## config.mk

```make
export PLATFORM = sky130hd
export DESIGN_NAME = button_hold_and_multi_click_detector_unit_flat
export DESIGN_NICKNAME = d
export VERILOG_FILES = /design/src/bhmcd_pkg.sv /design/src/bhmcd_sample_if.sv /design/src/bhmcd_event_if.sv /design/src/button_hold_and_multi_click_detector_unit.sv /design/src/bhmcd_apb_regs.sv /design/src/bhmcd_ctrl.sv /design/src/flat_wrapper.sv
export SDC_FILE = /design/constraint.sdc
export NUM_CORES = 1
export LEC_CHECK = 0
export ABC_AREA = 0
export BUFFER_PORTS_ARGS = -buffer_cell sky130_fd_sc_hd__buf_2
export CAP_MARGIN = 20
export CORE_MARGIN = 2
export CORE_UTILIZATION = 50
export CTS_CLUSTER_DIAMETER = 40
export DETAILED_ROUTE_END_ITERATION = 12
export GPL_TIMING_DRIVEN = 1
export PLACE_DENSITY = 0.85
export SLEW_MARGIN = 0
export SYNTH_ARGS = -nofsm -noshare
export SYNTH_HDL_FRONTEND = slang
export SYNTH_SLANG_ARGS = --single-unit
export TNS_END_PERCENT = 1
```

## constraint.sdc

```tcl
create_clock -name clk -period 4.7 [get_ports clk]
set_clock_uncertainty 0.05 [all_clocks]
set_input_delay 0 -clock clk [delete_from_list [all_inputs] [get_ports clk]]
set_output_delay 0 -clock clk [all_outputs]
set_load 0.005 [all_outputs]
```

## src/bhmcd_pkg.sv

```systemverilog
`timescale 1ns / 1ps
`default_nettype none
// ----------------------------------------------------------------------------
// bhmcd_pkg
// Shared types and constants of the button hold and multi-click detector:
// event and configuration records, event kinds and register map.
// ----------------------------------------------------------------------------
package bhmcd_pkg;

    // widths fixed by the event and register formats
    localparam int EVT_COUNT_W = 16;
    localparam int BUTTON_ID_W = 8;
    localparam int TICKS_W     = 16;

    // apb register map: two 32-bit registers at byte offsets 0 and 4
    localparam int APB_DATA_W  = 32;
    localparam int APB_ADDR_W  = 3;
    localparam int REG_IDX_LSB = 2;

    localparam logic REG_REPEAT_TICKS = 1'b0;
    localparam logic REG_BUTTON_ID    = 1'b1;

    // reset values of the registers
    localparam logic [TICKS_W-1:0]     REPEAT_TICKS_RST = 16'd50;
    localparam logic [BUTTON_ID_W-1:0] BUTTON_ID_RST    = 8'd0;

    // event kinds
    localparam logic KIND_HOLD  = 1'b0;
    localparam logic KIND_CLICK = 1'b1;

    typedef struct packed {
        logic [TICKS_W-1:0]     repeat_ticks;
        logic [BUTTON_ID_W-1:0] button_id;
    } bhmcd_cfg_t;

    typedef struct packed {
        logic                   kind;
        logic [EVT_COUNT_W-1:0] count;
        logic [BUTTON_ID_W-1:0] id;
    } bhmcd_event_t;

endpackage : bhmcd_pkg
`default_nettype wire

```

## src/bhmcd_sample_if.sv

```systemverilog
`timescale 1ns / 1ps
`default_nettype none
// ----------------------------------------------------------------------------
// bhmcd_sample_if
// Valid/ready channel carrying one sampled button level per transaction.
// ----------------------------------------------------------------------------
interface bhmcd_sample_if;
    logic valid;
    logic ready;
    logic level;

    modport source (output valid, output level, input ready);
    modport sink   (input valid, input level, output ready);
endinterface : bhmcd_sample_if
`default_nettype wire

```

## src/bhmcd_event_if.sv

```systemverilog
`timescale 1ns / 1ps
`default_nettype none
// ----------------------------------------------------------------------------
// bhmcd_event_if
// Valid/ready channel carrying one hold or click event per transaction.
// ----------------------------------------------------------------------------
interface bhmcd_event_if;
    logic        valid;
    logic        ready;
    logic        event_kind;
    logic [15:0] event_count;
    logic [7:0]  event_id;

    modport source (output valid, output event_kind, output event_count,
                    output event_id, input ready);
    modport sink   (input valid, input event_kind, input event_count,
                    input event_id, output ready);
endinterface : bhmcd_event_if
`default_nettype wire

```

## src/button_hold_and_multi_click_detector_unit.sv

```systemverilog
`timescale 1ns / 1ps
`default_nettype none
// ----------------------------------------------------------------------------
// button_hold_and_multi_click_detector_unit
// Top level: sample input register, detector state machine, event output
// register and APB configuration registers.
// ----------------------------------------------------------------------------
// Takes one sampled button level per transaction and returns at most one
// event for it: a hold event (kind 0) for each pressed sample from the second
// one on, or a click event (kind 1) after two released samples, carrying the
// running click count. A sample can be taken every cycle. Its event is
// offered from the output register: the sample waits in the input register
// while the state update works out its event, and the edge on which the
// sample moves on writes that event into the output register. The input stalls only
// while an event sits in the output register and is not being taken; the
// input register then still takes one more sample.
// repeat_ticks (offset 0) sets how many released samples clear the click
// count, button_id (offset 4) is echoed in every event. Write the registers
// only while the block is idle.
// ----------------------------------------------------------------------------
module button_hold_and_multi_click_detector_unit #(
    parameter int COUNT_WIDTH = 16
) (
    input  wire logic                              clk,
    input  wire logic                              rst_n,
    bhmcd_sample_if.sink                           samples,
    bhmcd_event_if.source                          events,
    input  wire logic                              psel,
    input  wire logic                              penable,
    input  wire logic                              pwrite,
    input  wire logic [bhmcd_pkg::APB_ADDR_W-1:0]  paddr,
    input  wire logic [bhmcd_pkg::APB_DATA_W-1:0]  pwdata,
    output logic      [bhmcd_pkg::APB_DATA_W-1:0]  prdata,
    output logic                                   pready
);
    import bhmcd_pkg::*;

    bhmcd_cfg_t   cfg;
    bhmcd_event_t evt;
    logic         evt_valid;

    logic         in_valid_reg,  in_valid_next;
    logic         level_reg;
    logic         out_valid_reg, out_valid_next;
    bhmcd_event_t out_evt_reg;
    logic         advance;

    // configuration registers
    bhmcd_apb_regs u_regs (
        .clk     (clk),
        .rst_n   (rst_n),
        .psel    (psel),
        .penable (penable),
        .pwrite  (pwrite),
        .paddr   (paddr),
        .pwdata  (pwdata),
        .prdata  (prdata),
        .pready  (pready),
        .cfg     (cfg)
    );

    // sample moves on when the output register is free or being emptied
    assign advance       = in_valid_reg && (!out_valid_reg || events.ready);
    assign samples.ready = !in_valid_reg || advance;

    assign in_valid_next  = samples.ready ? samples.valid : in_valid_reg;
    assign out_valid_next = advance ? evt_valid : (out_valid_reg && !events.ready);

    // detector state machine
    bhmcd_ctrl #(
        .COUNT_WIDTH (COUNT_WIDTH)
    ) u_ctrl (
        .clk       (clk),
        .rst_n     (rst_n),
        .step      (advance),
        .level     (level_reg),
        .cfg       (cfg),
        .evt_valid (evt_valid),
        .evt       (evt)
    );

    // input and output register control
    always_ff @(posedge clk or negedge rst_n)
    begin
        if (!rst_n)
        begin
            in_valid_reg  <= 1'b0;
            out_valid_reg <= 1'b0;
        end
        else
        begin
            in_valid_reg  <= in_valid_next;
            out_valid_reg <= out_valid_next;
        end
    end

    // payload registers
    always_ff @(posedge clk)
    begin
        if (samples.valid && samples.ready)
        begin
            level_reg <= samples.level;
        end
        if (advance && evt_valid)
        begin
            out_evt_reg <= evt;
        end
    end

    assign events.valid       = out_valid_reg;
    assign events.event_kind  = out_evt_reg.kind;
    assign events.event_count = out_evt_reg.count;
    assign events.event_id    = out_evt_reg.id;

`ifndef SYNTHESIS
    // a waiting event is never overwritten
    a_no_overwrite: assert property (@(posedge clk) disable iff (!rst_n)
        !(advance && out_valid_reg && !events.ready))
        else $error("pending event overwritten");

    // an empty input register always takes a sample
    a_empty_ready: assert property (@(posedge clk) disable iff (!rst_n)
        !in_valid_reg |-> samples.ready)
        else $error("input register empty but not ready");

    // an accepted sample lands in the input register
    a_sample_lands: assert property (@(posedge clk) disable iff (!rst_n)
        samples.valid && samples.ready |=> in_valid_reg)
        else $error("accepted sample lost");
`endif

endmodule : button_hold_and_multi_click_detector_unit
`default_nettype wire

```

## src/bhmcd_apb_regs.sv

```systemverilog
`timescale 1ns / 1ps
`default_nettype none
// ----------------------------------------------------------------------------
// bhmcd_apb_regs
// APB configuration registers: window length in ticks and button id.
// ----------------------------------------------------------------------------
module bhmcd_apb_regs (
    input  wire logic                              clk,
    input  wire logic                              rst_n,
    input  wire logic                              psel,
    input  wire logic                              penable,
    input  wire logic                              pwrite,
    input  wire logic [bhmcd_pkg::APB_ADDR_W-1:0]  paddr,
    input  wire logic [bhmcd_pkg::APB_DATA_W-1:0]  pwdata,
    output logic      [bhmcd_pkg::APB_DATA_W-1:0]  prdata,
    output logic                                   pready,
    output bhmcd_pkg::bhmcd_cfg_t                  cfg
);
    import bhmcd_pkg::*;

    logic [TICKS_W-1:0]     repeat_ticks_reg;
    logic [BUTTON_ID_W-1:0] button_id_reg;
    logic                   wr_en;
    logic                   reg_idx;

    assign pready  = 1'b1;
    assign reg_idx = paddr[REG_IDX_LSB];
    assign wr_en   = psel && penable && pwrite && pready;

    // register write on the access phase
    always_ff @(posedge clk or negedge rst_n)
    begin
        if (!rst_n)
        begin
            repeat_ticks_reg <= REPEAT_TICKS_RST;
            button_id_reg    <= BUTTON_ID_RST;
        end
        else if (wr_en)
        begin
            case (reg_idx)
                REG_REPEAT_TICKS: repeat_ticks_reg <= pwdata[TICKS_W-1:0];
                REG_BUTTON_ID:    button_id_reg    <= pwdata[BUTTON_ID_W-1:0];
                default: ;
            endcase
        end
    end

    // read mux
    always_comb
    begin
        case (reg_idx)
            REG_REPEAT_TICKS: prdata = APB_DATA_W'(repeat_ticks_reg);
            REG_BUTTON_ID:    prdata = APB_DATA_W'(button_id_reg);
            default:          prdata = '0;
        endcase
    end

    assign cfg.repeat_ticks = repeat_ticks_reg;
    assign cfg.button_id    = button_id_reg;

endmodule : bhmcd_apb_regs
`default_nettype wire

```

## src/bhmcd_ctrl.sv

```systemverilog
`timescale 1ns / 1ps
`default_nettype none
// ----------------------------------------------------------------------------
// bhmcd_ctrl
// Press/release state machine with hold and click counters and the click
// window timer. One sample is consumed per step; the event is combinational.
// ----------------------------------------------------------------------------
module bhmcd_ctrl #(
    parameter int COUNT_WIDTH = 16
) (
    input  wire logic                     clk,
    input  wire logic                     rst_n,
    input  wire logic                     step,
    input  wire logic                     level,
    input  wire bhmcd_pkg::bhmcd_cfg_t    cfg,
    output logic                          evt_valid,
    output bhmcd_pkg::bhmcd_event_t       evt
);
    import bhmcd_pkg::*;

    typedef enum logic [1:0] {
        ST_READY    = 2'd0,
        ST_ACTIVE   = 2'd1,
        ST_HOLD     = 2'd2,
        ST_RELEASED = 2'd3
    } state_t;

    localparam logic [COUNT_WIDTH-1:0] CNT_MAX   = '1;
    localparam logic [COUNT_WIDTH-1:0] CNT_ONE   = COUNT_WIDTH'(1);
    localparam logic [TICKS_W-1:0]     TIMER_ONE = TICKS_W'(1);

    state_t                  state_reg,     state_next;
    logic [COUNT_WIDTH-1:0]  hold_cnt_reg,  hold_cnt_next;
    logic [COUNT_WIDTH-1:0]  click_cnt_reg, click_cnt_next;
    logic [TICKS_W-1:0]      timer_reg,     timer_next;
    logic [COUNT_WIDTH-1:0]  hold_cnt_inc;
    logic [COUNT_WIDTH-1:0]  click_cnt_inc;
    logic [COUNT_WIDTH-1:0]  evt_cnt;
    logic                    evt_kind;

    // saturating increments
    assign hold_cnt_inc  = (hold_cnt_reg == CNT_MAX)  ? hold_cnt_reg  : hold_cnt_reg + CNT_ONE;
    assign click_cnt_inc = (click_cnt_reg == CNT_MAX) ? click_cnt_reg : click_cnt_reg + CNT_ONE;

    // next state and event
    always_comb
    begin
        state_next     = state_reg;
        hold_cnt_next  = hold_cnt_reg;
        click_cnt_next = click_cnt_reg;
        timer_next     = timer_reg;
        evt_valid      = 1'b0;
        evt_kind       = KIND_HOLD;
        evt_cnt        = hold_cnt_reg;

        if (step)
        begin
            case (state_reg)
                ST_READY, ST_ACTIVE:
                begin
                    if (level && state_reg == ST_READY)
                    begin
                        state_next = ST_ACTIVE;
                    end
                    else if (level)
                    begin
                        // second pressed sample opens a hold at count zero
                        evt_valid     = 1'b1;
                        evt_cnt       = '0;
                        hold_cnt_next = CNT_ONE;
                        state_next    = ST_HOLD;
                    end
                    else
                    begin
                        // released sample runs the click window down
                        state_next = ST_READY;
                        if (timer_reg != '0)
                        begin
                            timer_next = timer_reg - TIMER_ONE;
                            if (timer_reg == TIMER_ONE)
                            begin
                                click_cnt_next = '0;
                            end
                        end
                    end
                end
                ST_HOLD:
                begin
                    if (level)
                    begin
                        evt_valid     = 1'b1;
                        hold_cnt_next = hold_cnt_inc;
                    end
                    else
                    begin
                        state_next = ST_RELEASED;
                    end
                end
                ST_RELEASED:
                begin
                    if (level)
                    begin
                        // one-sample release bridged, hold carries on
                        evt_valid     = 1'b1;
                        hold_cnt_next = hold_cnt_inc;
                        state_next    = ST_HOLD;
                    end
                    else
                    begin
                        evt_valid      = 1'b1;
                        evt_kind       = KIND_CLICK;
                        evt_cnt        = click_cnt_reg;
                        click_cnt_next = click_cnt_inc;
                        timer_next     = cfg.repeat_ticks;
                        state_next     = ST_READY;
                    end
                end
                default:
                begin
                    state_next = ST_READY;
                end
            endcase
        end
    end

    // state and counters
    always_ff @(posedge clk or negedge rst_n)
    begin
        if (!rst_n)
        begin
            state_reg     <= ST_READY;
            hold_cnt_reg  <= '0;
            click_cnt_reg <= '0;
            timer_reg     <= '0;
        end
        else
        begin
            state_reg     <= state_next;
            hold_cnt_reg  <= hold_cnt_next;
            click_cnt_reg <= click_cnt_next;
            timer_reg     <= timer_next;
        end
    end

    // clip or zero-pad the count to the event field width
    generate
        if (COUNT_WIDTH > EVT_COUNT_W)
        begin : g_clip
            assign evt.count = (|evt_cnt[COUNT_WIDTH-1:EVT_COUNT_W]) ?
                               '1 : evt_cnt[EVT_COUNT_W-1:0];
        end
        else if (COUNT_WIDTH == EVT_COUNT_W)
        begin : g_same
            assign evt.count = evt_cnt;
        end
        else
        begin : g_pad
            assign evt.count = {{(EVT_COUNT_W-COUNT_WIDTH){1'b0}}, evt_cnt};
        end
    endgenerate

    assign evt.kind = evt_kind;
    assign evt.id   = cfg.button_id;

`ifndef SYNTHESIS
    // a hold always opens at count zero
    a_hold_opens_at_zero: assert property (@(posedge clk) disable iff (!rst_n)
        step && level && state_reg == ST_ACTIVE |-> evt_valid && evt.count == '0)
        else $error("hold did not open at count zero");

    // a click event reloads the window timer
    a_click_loads_timer: assert property (@(posedge clk) disable iff (!rst_n)
        step && evt_valid && evt.kind == KIND_CLICK |=>
            timer_reg == $past(cfg.repeat_ticks) && state_reg == ST_READY)
        else $error("click event did not reload the window timer");

    // no event without a step
    a_event_needs_step: assert property (@(posedge clk) disable iff (!rst_n)
        evt_valid |-> step)
        else $error("event raised without a step");
`endif

endmodule : bhmcd_ctrl
`default_nettype wire

```

## src/flat_wrapper.sv

```systemverilog
// flat-port wrapper written by rule: the top's interface ports become plain ports
module button_hold_and_multi_click_detector_unit_flat import bhmcd_pkg::*;
#(
    parameter int COUNT_WIDTH = 16
)
  (clk, rst_n, psel, penable, pwrite, paddr, pwdata, prdata, pready, samples_valid, samples_level, samples_ready, events_valid, events_event_kind, events_event_count, events_event_id, events_ready);
  bhmcd_sample_if samples_i ();
  bhmcd_event_if events_i ();
  input  wire logic clk;
  input  wire logic rst_n;
  input  wire logic psel;
  input  wire logic penable;
  input  wire logic pwrite;
  input  wire logic [bhmcd_pkg::APB_ADDR_W-1:0] paddr;
  input  wire logic [bhmcd_pkg::APB_DATA_W-1:0] pwdata;
  output logic      [bhmcd_pkg::APB_DATA_W-1:0] prdata;
  output logic pready;
  input wire logic [$bits(samples_i.valid)-1:0] samples_valid;
  input wire logic [$bits(samples_i.level)-1:0] samples_level;
  output wire logic [$bits(samples_i.ready)-1:0] samples_ready;
  output wire logic [$bits(events_i.valid)-1:0] events_valid;
  output wire logic [$bits(events_i.event_kind)-1:0] events_event_kind;
  output wire logic [$bits(events_i.event_count)-1:0] events_event_count;
  output wire logic [$bits(events_i.event_id)-1:0] events_event_id;
  input wire logic [$bits(events_i.ready)-1:0] events_ready;
  assign samples_i.valid = samples_valid;
  assign samples_i.level = samples_level;
  assign samples_ready = samples_i.ready;
  assign events_valid = events_i.valid;
  assign events_event_kind = events_i.event_kind;
  assign events_event_count = events_i.event_count;
  assign events_event_id = events_i.event_id;
  assign events_i.ready = events_ready;
  button_hold_and_multi_click_detector_unit #(.COUNT_WIDTH(COUNT_WIDTH)) u_core (.clk(clk), .rst_n(rst_n), .samples(samples_i), .events(events_i), .psel(psel), .penable(penable), .pwrite(pwrite), .paddr(paddr), .pwdata(pwdata), .prdata(prdata), .pready(pready));
endmodule
```

# Yosys cells after proc, flatten, opt, wreduce, memory -nomap -nowiden
# Index checks and enable logic that the tools add are counted.
# W data, S select, Z words.
# word_totals
word_cells	89
ff_bits	102
latch_bits	0
memories	0
ram_bits	0
rom_bits	0
inputBits	43
# op_classes
add_sub_neg	3
shifts	0
div	0
mux	33
n_bitwise	1
n_eq_ne	16
reduce_logical	24
magnitude_cmp	0
n_mul	0
# op_table
operator	n
$mux W16	18
$pmux W16 S2	4
$pmux W32 S2	1
$add A16 B1 Y16 const B	2
$eq A16 B16 Y1 const B	2
$eq A16 B1 Y1 const B	1
$ne A2 B2 Y1 const B	8
$reduce_bool A16 Y1	1
$sub A16 B1 Y16 const B	1
$reduce_and A2 Y1	4
$reduce_and A8 Y1	1
$logic_and A1 B1 Y1	7
$mux W2	3
$pmux W2 S3	1
$reduce_and A6 Y1	1
$mux W1	5
$reduce_and A5 Y1	1
$eq A2 B2 Y1 const B	2
$ne A2 B1 Y1 const B	2
$reduce_or A2 Y1	2
$logic_not A1 Y1	3
$pmux W1 S3	1
$eq A2 B1 Y1 const B	1
$logic_not A2 Y1	1
3 further kinds	4

# Logic depth before layout (Yosys ltp)
# Gate-level depths: netlist of run 1.
# depth
word_depth	6
depth_mapped	7
depth_no_buf	7

# Modules after synthesis
# Synthesis of run 1 repeated with hierarchy kept, for this count alone.
# unflattened
cells_unflattened	502
area_unflattened_um2	5386.4
# by_module_without_submodules
module	area_each_um2	seq_area_each_um2	cells_each	n_inst
bhmcd_ctrl	3243.1	1251.2	378	1
bhmcd_apb_regs	1251.2	604.3	88	1
button_hold_and_multi_click_detector_unit	892.1	830.8	36	1

# Worst setup path after synthesis of run 1
# Ideal clock, no wire load.
# synth_path
kind	reg2reg
start	register u_core.level_reg
end	register u_core.out_evt_reg (netlist bit u_core.events.event_count[0]), enable pin
n_path_buf	1
path_slack_ps	2208
synth_period_minus_slack_ps	2492
arrival_ps	2026
stages_incl_launch_ff	4
setup_ps	416
path_cell_list	edfxtp_1 -> buf_1 -> o21ai_0 -> a21oi_1
# synth_via
elab_chain_len	5
# synth_rtl
element	line	text
start, declared	button_hold_and_multi_click_detector_unit.sv:43	logic level_reg;
start signal, assigned	button_hold_and_multi_click_detector_unit.sv:102	level_reg <= samples.level;
$mux W1 / $logic_and A1 B1 Y1 (equally long branches)	bhmcd_ctrl.sv:65, bhmcd_ctrl.sv:89, bhmcd_ctrl.sv:61	
$mux W1	bhmcd_ctrl.sv:61	if (level && state_reg == ST_READY)
$pmux W1 S3 *	bhmcd_ctrl.sv:58	case (state_reg)
$mux W1 *	bhmcd_ctrl.sv:56	if (step)
$logic_and A1 B1 Y1 *	button_hold_and_multi_click_detector_unit.sv:104	if (advance && evt_valid)
end signal, assigned	button_hold_and_multi_click_detector_unit.sv:106	out_evt_reg <= evt;
end, declared	button_hold_and_multi_click_detector_unit.sv:45	bhmcd_event_t out_evt_reg;
# Every way passes the cells marked *; elsewhere a longest branch is shown, timed or not.
# A chain may end at the register's enable or synchronous reset.

# Worst setup path after layout of run 1
# layout_path
start	register u_core.u_ctrl.click_cnt_reg[0]
end	register u_core.u_ctrl.click_cnt_reg[11]
# layout_via
elab_chain_len	4
# layout_rtl
element	line	text
start, declared	bhmcd_ctrl.sv:34	logic [COUNT_WIDTH-1:0] click_cnt_reg, click_cnt_next;
start signal, assigned	bhmcd_ctrl.sv:140	click_cnt_reg <= click_cnt_next;
$add A16 B1 Y16	bhmcd_ctrl.sv:43	assign click_cnt_inc = (click_cnt_reg == CNT_MAX) ? click_cnt_reg : click_cnt_reg + CNT_ONE;
$mux W16	bhmcd_ctrl.sv:43	
$mux W16	bhmcd_ctrl.sv:101	if (level)
$pmux W16 S2	bhmcd_ctrl.sv:58	
# Several ways; a longest one is shown, not always the timed one. The select of a mux whose other input is x is not followed.

==> flow_summary.yaml, run 1 <==
outcome:
  status: "finished, final reports clean"
placement:
  dpl.hpwl_um: 7550
  portBuffers: 67
  place_congestion: 0.884
worst_setup_path:
  start_kind: "flop"
  crit_arrival_ps: 3030
  rrSetupSlack_ps: 1900
  path_common_cell: "nand4_1"
  critical_path_class: "reg2reg"
  crit_family: "simple AND/OR/NAND/NOR gates"
  critPathCaptureType: "flop"
  critPathSlowestCell: "nand4_1"
  crit_chain: "ha_1 > nand4_1 > nor3_1 > nand4_1 > nor3b_4 > a31oi_1"
  cp_num_buf_inv: 0
  cp.required_ps: 4930
  worst_path_largest_cell_delay_ps: 620
  worstPathMaxFanout: 16
cts:
  cts.htree.levels: 3
  cts_root_buf: "clkbuf_8"
  cts_setup_buffers: 0
  clkTransAtPathRegs_ps: 90
  cts_tree: "yes"
  cts_buffers: 9
  clk_path_buf_depth: 2
  clock_sinks: 102
  insertion_delay_ps: 360
power_and_ir_drop:
  peakVddDrop_v: 0.000247
  fin_total_pwr_uw: 2910
  power_leakage_uw: 0.00251
  p_per_area_mw_per_mm2: 482
flow_run:
  max-cap-violations: 0
yosys:
  ys_warn_count: 0
  yosys_register_bits: 102
  syn-instance-count: 487
  synth-edff-count: 26
  ys_seq_area_frac: 0.517
  synth_area_per_cell_um2: 10.7
  syn-cell-area_mm2: 0.00520
  synthArstFlopShare: 0.745
  ys_types: 63
  synth_flop_cell: "dfrtp_1"
floorplanning:
  row_count: 37
  initial_core_util: 0.508
  core_mm2: 0.0102
  die_w_um: 106
  die_area_mm2: 0.0112
  ioPinCount: 103
  die_h_um: 106
cells_and_area:
  nets: 612
  drive_above_1_share: 0.239
  area_growth_pct: 15.8
  diodes: 0
  fillers: 811
detailed_routing:
  ant_nets: 0
  drtPass1Iterations: 5
  drt_iter0_markers: 226
  drt_wl_total_um: 11200
  via_per_inst: 5.90
  drc_errors: 0
  dr_total_vias: 4167
  wl_per_cell_um: 15.9
timing:
  setup_tns_ps: 0
  finalCriticalPeriod_ps: 2800
  drv_slew: 0
  slew_headroom: 0.333
  finalHoldViolCount: 0
  worst_slew_pin_slew_ps: 992
  fin_crit_sh: 0.597
  rsz0062_at_grt: "false"
  setup_viol: 0
  max_freq_mhz: 357
global_route:
  grt_first_pass_wirelength_um: 18500
  grt_pass1_vias: 4006
  antenna_found_initial: 0
  track_usage: 0.204
  overflow: 0
  grt_start_max_net_pins: 41
hold_path:
  hold_class: "in2async"
## metal layers
layer,global-route usage,up-vias,part of all wire
li1,-,1941,-
met1,0.262,2016,0.43
met2,0.349,189,0.49
met3,0.0331,21,0.065
met4,0.0752,0,0.019
met5,0,-,0
## stage by stage
| stage | instances | setup WS [ps] | hold WS (ps) | instance area [um2] | utilization |
|---|---|---|---|---|---|
| final | 706 | 1900 | 219 | 6020 | 0.589 |
| after global routing | 706 | 1790 | 287 | 6020 | 0.589 |
| after global placement | 669 | 2080 | 87.8 | 5580 | 0.545 |
| after floorplan | 502 | 2210 | -346 | 5260 | - |
| after detailed placement | 669 | 2000 | 92.1 | 5580 | 0.545 |
| after CTS | 706 | 1960 | 258 | 6020 | 0.589 |
## final cells by class
| class | count | area (um2) | area share |
|---|---|---|---|
| multi-input combinational | 348 | 2310 | 0.383 |
| clock inverter | 5 | 81.3 | 0.0135 |
| timing repair buffer | 93 | 583 | 0.0968 |
| sequential | 102 | 2690 | 0.446 |
| tap | 136 | 170 | 0.0283 |
| clock buffer | 11 | 151 | 0.0251 |
| inverter | 11 | 41.3 | 0.00686 |
## placed cells by master (no fill, tap or decap), types with 14 or more instances in the layout
cell / n
nand3_1: 14
a31oi_1: 18
mux2_2: 33
dfrtp_1: 73
o21ai_0: 34
a21oi_1: 23
nand2_1: 41
edfxtp_1: 26
buf_2: 67
a22o_1: 17
nor2_1: 19
conb_1: 17
dlygate4sd3_1: 21
## power breakdown
group,switching (uW),internal (uW)
Combinational,486,391
Clock,296,329
Sequential,240,1160
## repair_timing
item	in CTS	in global routing
hold buffers	21	0
resized for setup	0	0
hold endpoints to repair	64	0
## Yosys cell counts (4+ instances only)
| library cell | n | area (um2) |
|---|---|---|
| and3_1 | 9 | 56.3 |
| a22o_1 | 17 | 149 |
| mux2_2 | 33 | 372 |
| nand2b_1 | 6 | 37.5 |
| a31oi_1 | 18 | 113 |
| nor2b_1 | 12 | 75.1 |
| a22oi_1 | 4 | 30.0 |
| dfrtp_1 | 73 | 1830 |
| a21oi_1 | 24 | 120 |
| o21ai_0 | 34 | 170 |
| nand4_1 | 6 | 37.5 |
| edfxtp_1 | 26 | 781 |
| clkbuf_1 | 19 | 71.3 |
| o22ai_1 | 4 | 25.0 |
| mux2i_1 | 5 | 50.1 |
| or3_1 | 8 | 50.1 |
| or4_1 | 7 | 52.6 |
| nand3_1 | 14 | 70.1 |
| a41oi_1 | 4 | 35.0 |
| o2bb2ai_1 | 4 | 35.0 |
| ha_1 | 4 | 50.1 |
| buf_4 | 17 | 128 |
| nor2_1 | 19 | 71.3 |
| o211ai_1 | 5 | 37.5 |
| nand2_1 | 41 | 154 |
| inv_1 | 11 | 41.3 |
| nor3_1 | 10 | 50.1 |
## cells by family after synthesis
kind of cell	after synthesis	synth area share
buffers and inverters	52	0.0520
multiplexers	38	0.0811
XOR/XNOR	1	0.00169
other	2	0.00144
AO/OA/AOI/OAI	137	0.175
AND/OR/NAND/NOR	151	0.163
flip-flops	102	0.517
adder cells (fa/ha/maj)	4	0.00963
## worst paths after layout
path | endpoint | depth (start not counted) | from
min in group clk | u_core.u_regs.button_id_reg[5] | 3 | pwrite
hold reg to reg | u_core.events.event_id[6] | 0 | u_core.u_regs.button_id_reg[6]
hold / removal | u_core.u_ctrl.hold_cnt_reg[10] | 2 | rst_n
setup / recovery | u_core.u_ctrl.click_cnt_reg[11] | 6 | u_core.u_ctrl.click_cnt_reg[0]
max in group asynchronous | u_core.u_regs.repeat_ticks_reg[5] | 3 | rst_n
setup reg to reg | u_core.u_ctrl.click_cnt_reg[11] | 6 | u_core.u_ctrl.click_cnt_reg[0]
Note: power is estimated with default switching activity, not from simulation.
==> inputs of run 2 (changes only) <==
--- a/config.mk
+++ b/config.mk
@@ -13,7 +13,7 @@
 export CTS_CLUSTER_DIAMETER = 40
 export DETAILED_ROUTE_END_ITERATION = 12
 export GPL_TIMING_DRIVEN = 1
-export PLACE_DENSITY = 0.85
+export PLACE_DENSITY = 0.88
 export SLEW_MARGIN = 0
 export SYNTH_ARGS = -nofsm -noshare
 export SYNTH_HDL_FRONTEND = slang
==> constraint.sdc (replaced) <==
create_clock -name clk -period 2.4 [get_ports clk]
set_clock_uncertainty 0.05 [all_clocks]
set_input_delay 0 -clock clk [delete_from_list [all_inputs] [get_ports clk]]
set_output_delay 0 -clock clk [all_outputs]
set_load 0.005 [all_outputs]
==> run 2 against run 1 <==
Against the previous run: core utilization is 1.9 points higher; first-iteration DRC count is 15% higher; sequential power is 91% higher; sequential share of layout area is 1.4 points lower; fmax is 25% higher; design area is 3.3% higher; via count is 4.0% higher; count of clock-buffer cells in the layout is 2 lower; non-clock buffer count is 25 higher; die area stayed put; sequential cell count stayed put; highest routed layer unchanged.
==> flow_summary.yaml, run 2 (synthesis results as in run 1) <==
outcome:
  status: "finished, final reports clean"
power_and_ir_drop:
  internal_power_uw: 3620
  peakVddDrop_v: 0.000525
  swShare: 0.375
  p_switching_uw: 2170
  p_comb_frac: 0.354
  p_seq_frac: 0.460
  fin_total_pwr_uw: 5790
  power_leakage_uw: 0.00263
  p_clk_frac: 0.186
  p_per_area_mw_per_mm2: 932
timing:
  max_freq_mhz: 445
  fin_crit_sh: 0.937
  drv_slew: 0
  worst_slew_pin_slew_ps: 968
  setup_tns_ps: 0
  setup_viol: 0
  finalHoldViolCount: 0
  rsz0062_at_grt: "false"
  slew_headroom: 0.355
  finalCriticalPeriod_ps: 2250
placement:
  dp.cells: 693
  portBuffers: 67
  dpl.hpwl_um: 8220
  place_congestion: 0.907
  place_area_mm2: 0.00579
cts:
  cts_buffers: 9
  insertion_delay_ps: 380
  clock_sinks: 102
  cts_root_buf: "clkbuf_8"
  clk_path_buf_depth: 2
  cts.htree.levels: 3
  cts_tree: "yes"
  cts_setup_buffers: 0
  clkTransAtPathRegs_ps: 110
worst_setup_path:
  crit_start: "u_core.u_ctrl.timer_reg[12]"
  cp.required_ps: 2660
  worstPathMaxFanout: 16
  start_kind: "flop"
  crit_arrival_ps: 2510
  critPathCaptureType: "flop"
  path_depth: 7
  critPathSlowestCell: "or4_4"
  critical_path_class: "reg2reg"
  timing.rr.start: "u_core.u_ctrl.timer_reg[12]"
  cp_num_buf_inv: 2
  crit_chain: "or4_4 > nor4_4 > buf_4 > a21oi_2 > nor3b_4 > buf_12 > mux2i_1"
  crit_family: "simple AND/OR/NAND/NOR gates"
  worst_path_largest_cell_delay_ps: 580
  rr_worst_depth: 7
global_route:
  use_met3: 0.0460
  grt-busiest-layer: "met2"
  grt_start_max_net_pins: 77
  grt_use_met2: 0.392
  track_usage: 0.220
  antenna_found_initial: 0
  grt_first_pass_wirelength_um: 20000
  met1_usage: 0.273
  grt_pass1_vias: 4168
  overflow: 0
cells_and_area:
  area_growth_pct: 19.6
  nets: 637
  fin_area_mm2: 0.00622
  drive_above_1_share: 0.274
  final_cell_count_no_fill: 731
  mostFrequentLayoutCells: "dfrtp_1 (73), buf_2 (66), nand2_1 (41)"
  fin_util: 0.608
  diodes: 0
  layout_commonest_cell: "dfrtp_1"
floorplanning:
  die_w_um: 106
  core_mm2: 0.0102
  initial_core_util: 0.508
  die_h_um: 106
  ioPinCount: 103
  row_count: 37
  die_area_mm2: 0.0112
hold_path:
  hold_class: "in2async"
detailed_routing:
  via_per_inst: 5.93
  drtPass1Iterations: 5
  drc_errors: 0
  ant_nets: 0
  drt_wl_total_um: 11900
  wl_per_cell_um: 16.2
  drt_iter0_markers: 260
  dr_total_vias: 4334
flow_run:
  max-cap-violations: 0
[run 2: per-stage QoR]
| step | hold slack (ps) | worst slack (ps) |
|---|---|---|
| 6_report | 262 | 150 |
| 5_1_grt | 300 | 17.7 |
| 4_1_cts | 252 | 31.8 |
| 3_5_place_dp | 134 | 41.7 |
| 3_3_place_gp | 136 | 150 |
| 2_1_floorplan | -346 | 202 |
[run 2: area by class of cell]
type                    count  area [um2]
fillers                   777        4010
flip-flops and latches    102        2690
multi-input cells         348        2320
repair buffers            118         796
well taps                 136         170
clock buffers               9         124
clock inverters             7        78.8
inverters                  11        41.3
[run 2: routing by layer]
| metal | vias up | wire length (um) |
|---|---|---|
| met5 | - | 0 |
| met4 | 0 | 229 |
| met3 | 33 | 875 |
| met2 | 215 | 6160 |
| met1 | 2092 | 4610 |
| li1 | 1994 | - |
[run 2: path summary, 6_finish.rpt]
path,to,slack [ps]
worst min-delay path,u_core.u_ctrl.hold_cnt_reg[10],260
worst min register to register,u_core.events.event_id[1],430
worst max register to register,u_core.u_ctrl.click_cnt_reg[1],150
min in group clk,u_core.u_regs.button_id_reg[6],280
worst max-delay path,u_core.u_ctrl.click_cnt_reg[1],150
max in group asynchronous,u_core.u_ctrl.click_cnt_reg[14],1420
[run 2: worst reg2reg max path: stages (launching register included)]
cell,delay [ps]
dfrtp_1,450
or4_4,580
nor4_4,280
buf_4,170
a21oi_2,60
nor3b_4,240
buf_12,170
mux2i_1,180
[run 2: what timing repair did]
action | in CTS | in global routing
gates resized for setup | 2 | 2
setup endpoints to repair | 1 | 3
endpoints found under the hold margin | 101 | 0
hold buffers | 21 | 0
[run 2: power by group through the flow]
stage / clock (uW) / combinational, uW / sequential, uW
after floorplan: 0 / 1300 / 2600
after global placement: 0 / 1870 / 2650
after detailed placement: 0 / 1960 / 2690
after CTS: 1090 / 2010 / 2650
after global routing: 1160 / 2280 / 2720
final: 1080 / 2050 / 2670
